## src/sv/multi_queue_linked_list_manager_assert.svh

```systemverilog
// Assertion macros used by the linked list manager.
`ifndef MULTI_QUEUE_LINKED_LIST_MANAGER_ASSERT_SVH
`define MULTI_QUEUE_LINKED_LIST_MANAGER_ASSERT_SVH

// Property checked on every clock edge outside reset.
`define MQLL_ASSERT(label, prop, msg) \
    label: assert property (@(posedge aclk) disable iff (!aresetn) prop) \
        else $error(msg);

// Implication whose consequent is checked in the cycle after the antecedent.
`define MQLL_ASSERT_NEXT(label, pre, post, msg) \
    `MQLL_ASSERT(label, (pre) |=> (post), msg)

`endif

```

## src/sv/mqll_pkg.sv

```systemverilog
package mqll_pkg;

    localparam int ACT_W  = 2;
    localparam int ITEM_W = 10;
    localparam int LIST_W = 6;
    localparam int STAT_W = 2;

    localparam logic [ACT_W-1:0] ACT_APPEND = 2'd0;
    localparam logic [ACT_W-1:0] ACT_PUSH   = 2'd1;
    localparam logic [ACT_W-1:0] ACT_POP    = 2'd2;

    localparam logic [STAT_W-1:0] ST_DONE    = 2'd0;
    localparam logic [STAT_W-1:0] ST_IGNORED = 2'd1;
    localparam logic [STAT_W-1:0] ST_EMPTY   = 2'd2;

    // A link entry with its top bit set marks an item that is on no list.
    localparam logic [ITEM_W:0] LINK_OFF = {1'b1, {ITEM_W{1'b0}}};

    typedef struct packed {
        logic [ACT_W-1:0]  action;
        logic [ITEM_W-1:0] item_id;
        logic [LIST_W-1:0] list_id;
    } mqll_in_t;

    typedef struct packed {
        logic [ITEM_W-1:0] popped_item;
        logic [STAT_W-1:0] status;
    } mqll_out_t;

    typedef struct packed {
        logic load;
        logic step1;
        logic fin_short;
        logic fin_long;
    } ctrl_cmd_t;

    typedef struct packed {
        logic need_second;
        logic out_free;
    } dp_stat_t;

endpackage

```

## src/sv/mqll_ctrl.sv

```systemverilog
module mqll_ctrl
    import mqll_pkg::*;
(
    input  logic      aclk,
    input  logic      aresetn,
    input  logic      s_valid,
    output logic      s_ready,
    input  dp_stat_t  stat,
    output ctrl_cmd_t cmd
);

    typedef enum logic [1:0] {
        S_IDLE,
        S_LOOK,
        S_LINK
    } state_t;

    state_t state_reg;

    always_ff @(posedge aclk) begin
        if (!aresetn) begin
            state_reg <= S_IDLE;
        end else begin
            case (state_reg)
                S_IDLE: begin
                    if (s_valid) begin
                        state_reg <= S_LOOK;
                    end
                end
                S_LOOK: begin
                    if (stat.need_second) begin
                        state_reg <= S_LINK;
                    end else if (stat.out_free) begin
                        state_reg <= S_IDLE;
                    end
                end
                S_LINK: begin
                    if (stat.out_free) begin
                        state_reg <= S_IDLE;
                    end
                end
                default: begin
                    state_reg <= S_IDLE;
                end
            endcase
        end
    end

    always_comb begin
        s_ready       = (state_reg == S_IDLE);
        cmd.load      = s_valid && (state_reg == S_IDLE);
        cmd.step1     = (state_reg == S_LOOK) && stat.need_second;
        cmd.fin_short = (state_reg == S_LOOK) && !stat.need_second && stat.out_free;
        cmd.fin_long  = (state_reg == S_LINK) && stat.out_free;
    end

endmodule

```

## config.mk

```make
export PLATFORM = sky130hd
export DESIGN_NAME = mqll_ctrl
export DESIGN_NICKNAME = d
export VERILOG_FILES = /design/src/sv/multi_queue_linked_list_manager_assert.svh /design/src/sv/mqll_pkg.sv /design/src/sv/mqll_ctrl.sv
export SDC_FILE = /design/constraint.sdc
export NUM_CORES = 1
export LEC_CHECK = 0
export ABC_AREA = 0
export BUFFER_PORTS_ARGS = -buffer_cell sky130_fd_sc_hd__buf_4
export CORE_AREA = 3 3 40 42
export DETAILED_ROUTE_END_ITERATION = 6
export DIE_AREA = 0 0 43 45
export GPL_TIMING_DRIVEN = 0
export SKIP_CTS_REPAIR_TIMING = 1
export SYNTH_ARGS = -nofsm -noshare
export SYNTH_HDL_FRONTEND = slang
export SYNTH_SLANG_ARGS = --single-unit
```

## constraint.sdc

```tcl
create_clock -name aclk -period 3.26 [get_ports aclk]
set_clock_uncertainty 0.15 [all_clocks]
set_input_delay 0.326 -clock aclk [delete_from_list [all_inputs] [get_ports aclk]]
set_output_delay 0.326 -clock aclk [all_outputs]
set_load 0.05 [all_outputs]
```

==> Yosys cells after proc, flatten, opt, wreduce, memory -nomap -nowiden <==
Index checks and enable logic that the tools add are counted.
{ "totals": {"register_bits": 2, "in_bits": 5, "output_inout_bits": 5, "wordCells": 15} }
{ "op_classes": {"eq_ne": 3, "n_mux": 4, "n_reduce_logical": 7} }
{ "op_table": {"columns": ["op", "n"], "rows": [
  ["2-bit 2-to-1 mux", 3],
  ["2-bit one-hot mux with 3 select lines", 1],
  ["1-bit logical AND", 5],
  ["2-bit by 1-bit equality test with 1-bit output, second input constant", 1],
  ["2-bit equality test, second input constant", 1],
  ["2-bit zero test", 1],
  ["2-bit != test, second input constant", 1],
  ["1-bit zero test", 1]
]} }

==> Logic depth before layout (Yosys ltp) <==
{ "logic_depth": {"word_depth": 3, "ltp_mapped": 2} }

==> Worst setup path after synthesis <==
Ideal clock, no wire load.
{ "synth_timing": {"path_type": "register -> output", "startpoint": "reg state_reg[1]", "endpoint": "out cmd[1] (netlist bit)", "arrival_time_ns": 1.863, "path_slack_ns": 0.921, "path_stages_with_launch": 2, "n_path_buf": 0, "cell_sequence": "dfxtp_1 nor4bb_1"} }
{ "synth_rtl": {"columns": ["element", "line_no", "source"], "rows": [
  ["from (decl)", "mqll_ctrl.sv:18", "state_t state_reg;"],
  ["from (signal assigned)", "mqll_ctrl.sv:22", "state_reg <= S_IDLE;"],
  ["from (signal assigned)", "mqll_ctrl.sv:27", "state_reg <= S_LOOK;"],
  ["from (signal assigned)", "mqll_ctrl.sv:32", "state_reg <= S_LINK;"],
  ["to (decl)", "mqll_ctrl.sv:9", "output ctrl_cmd_t cmd"]
]} }

==> metrics list <==
* Proportion of power drawn by flip-flops and latches: 25.4%
* Kind of end point of the critical path: primary output
- Of the cells placed in the final design, the portion with a size suffix greater than 1 is between 50% and 60%.
- Deepest level of the CTS H-tree: 1
- Derived from the worst setup path, the maximum achievable clock frequency is 638.0 MHz.
* Worst hold path depth: 2
- Dominant register cell in the synthesized netlist: dfxtp_1
* RSZ-0062 raised after global routing: false
* Sw Share: roughly 29%
* Share of total power in the clock network: 48.3%
* Vertical extent of the die: 45 um
- First-pass DRT Iterations: 1
* Placeable core area: ~0.0013 mm2
- Per-instance average area after synthesis: around 9.5 um2
- Of the available clock period, the critical path in the final layout requires between 40% and 50%.
- Area added between synthesis and finish: 87.88%
- Area of the mapped netlist: ~120 um2
- Top cells by instance count after synthesis: dfxtp_1, nand2b_1
- Classification of the worst setup path: flop to primary output
- Floorplan die area: between 0.0015 and 0.002 mm2
- After clock tree synthesis, the clock-pin slew on the worst setup and hold paths is around 0.03 ns.
- After detailed routing, the average wire length per cell comes to roughly 8 um.
- TritonCTS built the clock tree.
- In this run the cell area measured after placement is between 200 and 250 um2.
- Static Leak: ~0.11 nW
- Number of flops mapped to enable cells by yosys: 0
* Weighted congestion reported at the end of routability-driven placement: 0.6135
* Number of hold-slack violations in the final timing report: 0
- After synthesis, the largest area contributor takes up roughly a third of total cell area.
- Critical path launch point type: flop
- Asr flop ratio synth: 0%
* Top cells by area, synth: dfxtp_1, nand2b_1, and3b_2
- The final-report max-slew violation count came to 0.
- Width of the die: approximately 43 um
* Worst supply voltage drop on vdd: around 75 uV
* Worst relative slew slack: between 80 and 90%
* Placed Cells: 37
* Vias per Instance: 3.350
* Final core utilization: ~18%
- Data on the critical path arrives at its endpoint at 1.09 ns.
- The register with the most flip-flops in the layout has 2 of them.
* Via Count: about 130
* Part of the power in combinational logic: 26.3%
- Max capacitance violation total: 0
- In this run the remaining antenna-violating nets after routing total 0.
- Summed over all layers, the global routing overflow is 0.
- Maximum clock path buffer count: 2
* Boundary pin count: 10
- Multi-input combinational cell area: about 84 um2
- Clock latency on the worst-skew pair, taken at its later pin, is 0.22 ns.
* Cell row count: 13
- Power Density: 470.6 mW/mm2
- Total Wirelength: between 300 and 400 um
* Number of inserted filler cells in the final layout: approximately 160
- Most area-hungry cell type in the Yosys netlist: dfxtp_1
- NumNets Final: 32
- For the pin with the worst max-slew slack, the measured transition is around 0.23 ns.
- The initial utilization of the core area, before any placement, comes to about a tenth.
- Setup total negative slack on the finished layout was measured at 0 ns.
- Sequential-to-total area share from yosys stat: about 32%
* Total number of yosys warnings: 0
- The number of global-route vias before repair is between 100 and 150.
* Iteration-0 DRC Markers: 0
- Of all nets on the critical path, the largest fanout is 7.
- Clock buffers created by TritonCTS: 3
- The number of different library cells used by synthesis comes to 11.
- Global routing used 4.239% of the available tracks.
- After detailed routing, the number of remaining DRC violations is 0.
- Setup violations remaining at the end of the flow were counted as 0.
- For the worst flop-to-flop path, the logic depth is 2.
- # diodes: 0
- After technology mapping, the gate count stands at 13.
- Required time reported for the critical path endpoint: 2.78 ns
- Run status: complete, no violations
* Clock tree root buffer cell: clkbuf_4
- Entering global routing, the biggest net connects 8 pins.
- OpenSTA, run right after detailed placement, puts the worst setup slack at approximately 1.8 ns.
- Counting flops and latches in the post-synthesis netlist gives 2.
* Worst hold-check path type: primary input to flop
- Counting every net in the synthesized netlist gives 18.
- The first global-routing pass estimated between 400 and 500 um of wire.
- Cell internal power was estimated by the tool at ~0.000078 W.
- Count of non-filler cells in the finished layout: 40
* Final standard cell area without fillers: ~230 um2
- The clock drives 2 sinks.
- Port Buffers: 9
* Net switching power figure: ~0.000032 W
- The worst path in the final design needs a cycle of 1.567 ns, including I/O delays and setup.
* Flip-flop and latch area: roughly 40 um2
- The number of antenna violations at the first check in global routing was 0.
- After layout, the worst setup slack is roughly 1.7 ns.
[critical path: stages, from the launching register on]
cell and delay, ns:
dfxtp_1 0.39, nor4bb_1 0.23, buf_4 0.25
[path summary, 6_finish.rpt]
check                                  start           end  slack, ns
worst max-delay path            state_reg[0]        cmd[1]       1.69
worst min-delay path                 aresetn  state_reg[1]       0.17
worst max register to register  state_reg[0]  state_reg[0]       2.13
worst min register to register  state_reg[1]  state_reg[0]       0.44
[placed cells by master (no fill, tap or decap)]
cell / n
a21oi_2: 1
and2_1: 1
and3b_1: 1
and3b_2: 1
buf_4: 9
clkbuf_4: 3
dfxtp_1: 2
nand2b_1: 2
nor2_1: 1
nor3b_1: 1
nor4bb_1: 1
o21a_1: 1
or3b_1: 1
[per-layer routing]
metal	wire length, um	share of wire, %	up-vias	GRT usage [%]
met2	151	48	5	5.090
met3	49	15	0	4.781
met1	117	37	58	3.118
met5	0	0	-	0
li1	-	-	71	-
met4	0	0	0	5.422
[power by group through the flow]
stage,Clock (W),Combinational (W),Sequential [W]
CTS,0.0000565,0.0000291,0.0000279
global route,0.0000571,0.0000308,0.0000281
floorplan,0,0.0000187,0.0000276
global placement,0,0.0000290,0.0000281
detailed placement,0,0.0000290,0.0000282
finish,0.0000529,0.0000288,0.0000278
[cell type report]
cell class	count	area share (%)
clock buffers	3	9.677
flip-flops and latches	2	17.20
repair buffers	9	29.03
well taps	15	8.065
multi-input cells	11	36.02
[per-stage QoR]
step                        power, W  hold slack (ns)
final                      0.0001095           0.1741
after global routing       0.0001160           0.1816
after CTS                  0.0001134           0.1713
after detailed placement  0.00005722           0.4017
after global placement    0.00005716           0.4045
after floorplan           0.00004633           0.2937
[cell families (layout without fill, tap and decap cells)]
logic type             Yosys count  after routing  synth area share, %
AOI/OAI and AO/OA                2              2                13.13
DFF                              2              2                32.32
buffers and inverters            0             12                    0
and+or+nand+nor                  9              9                54.55
(Power assumes the default switching activity.)
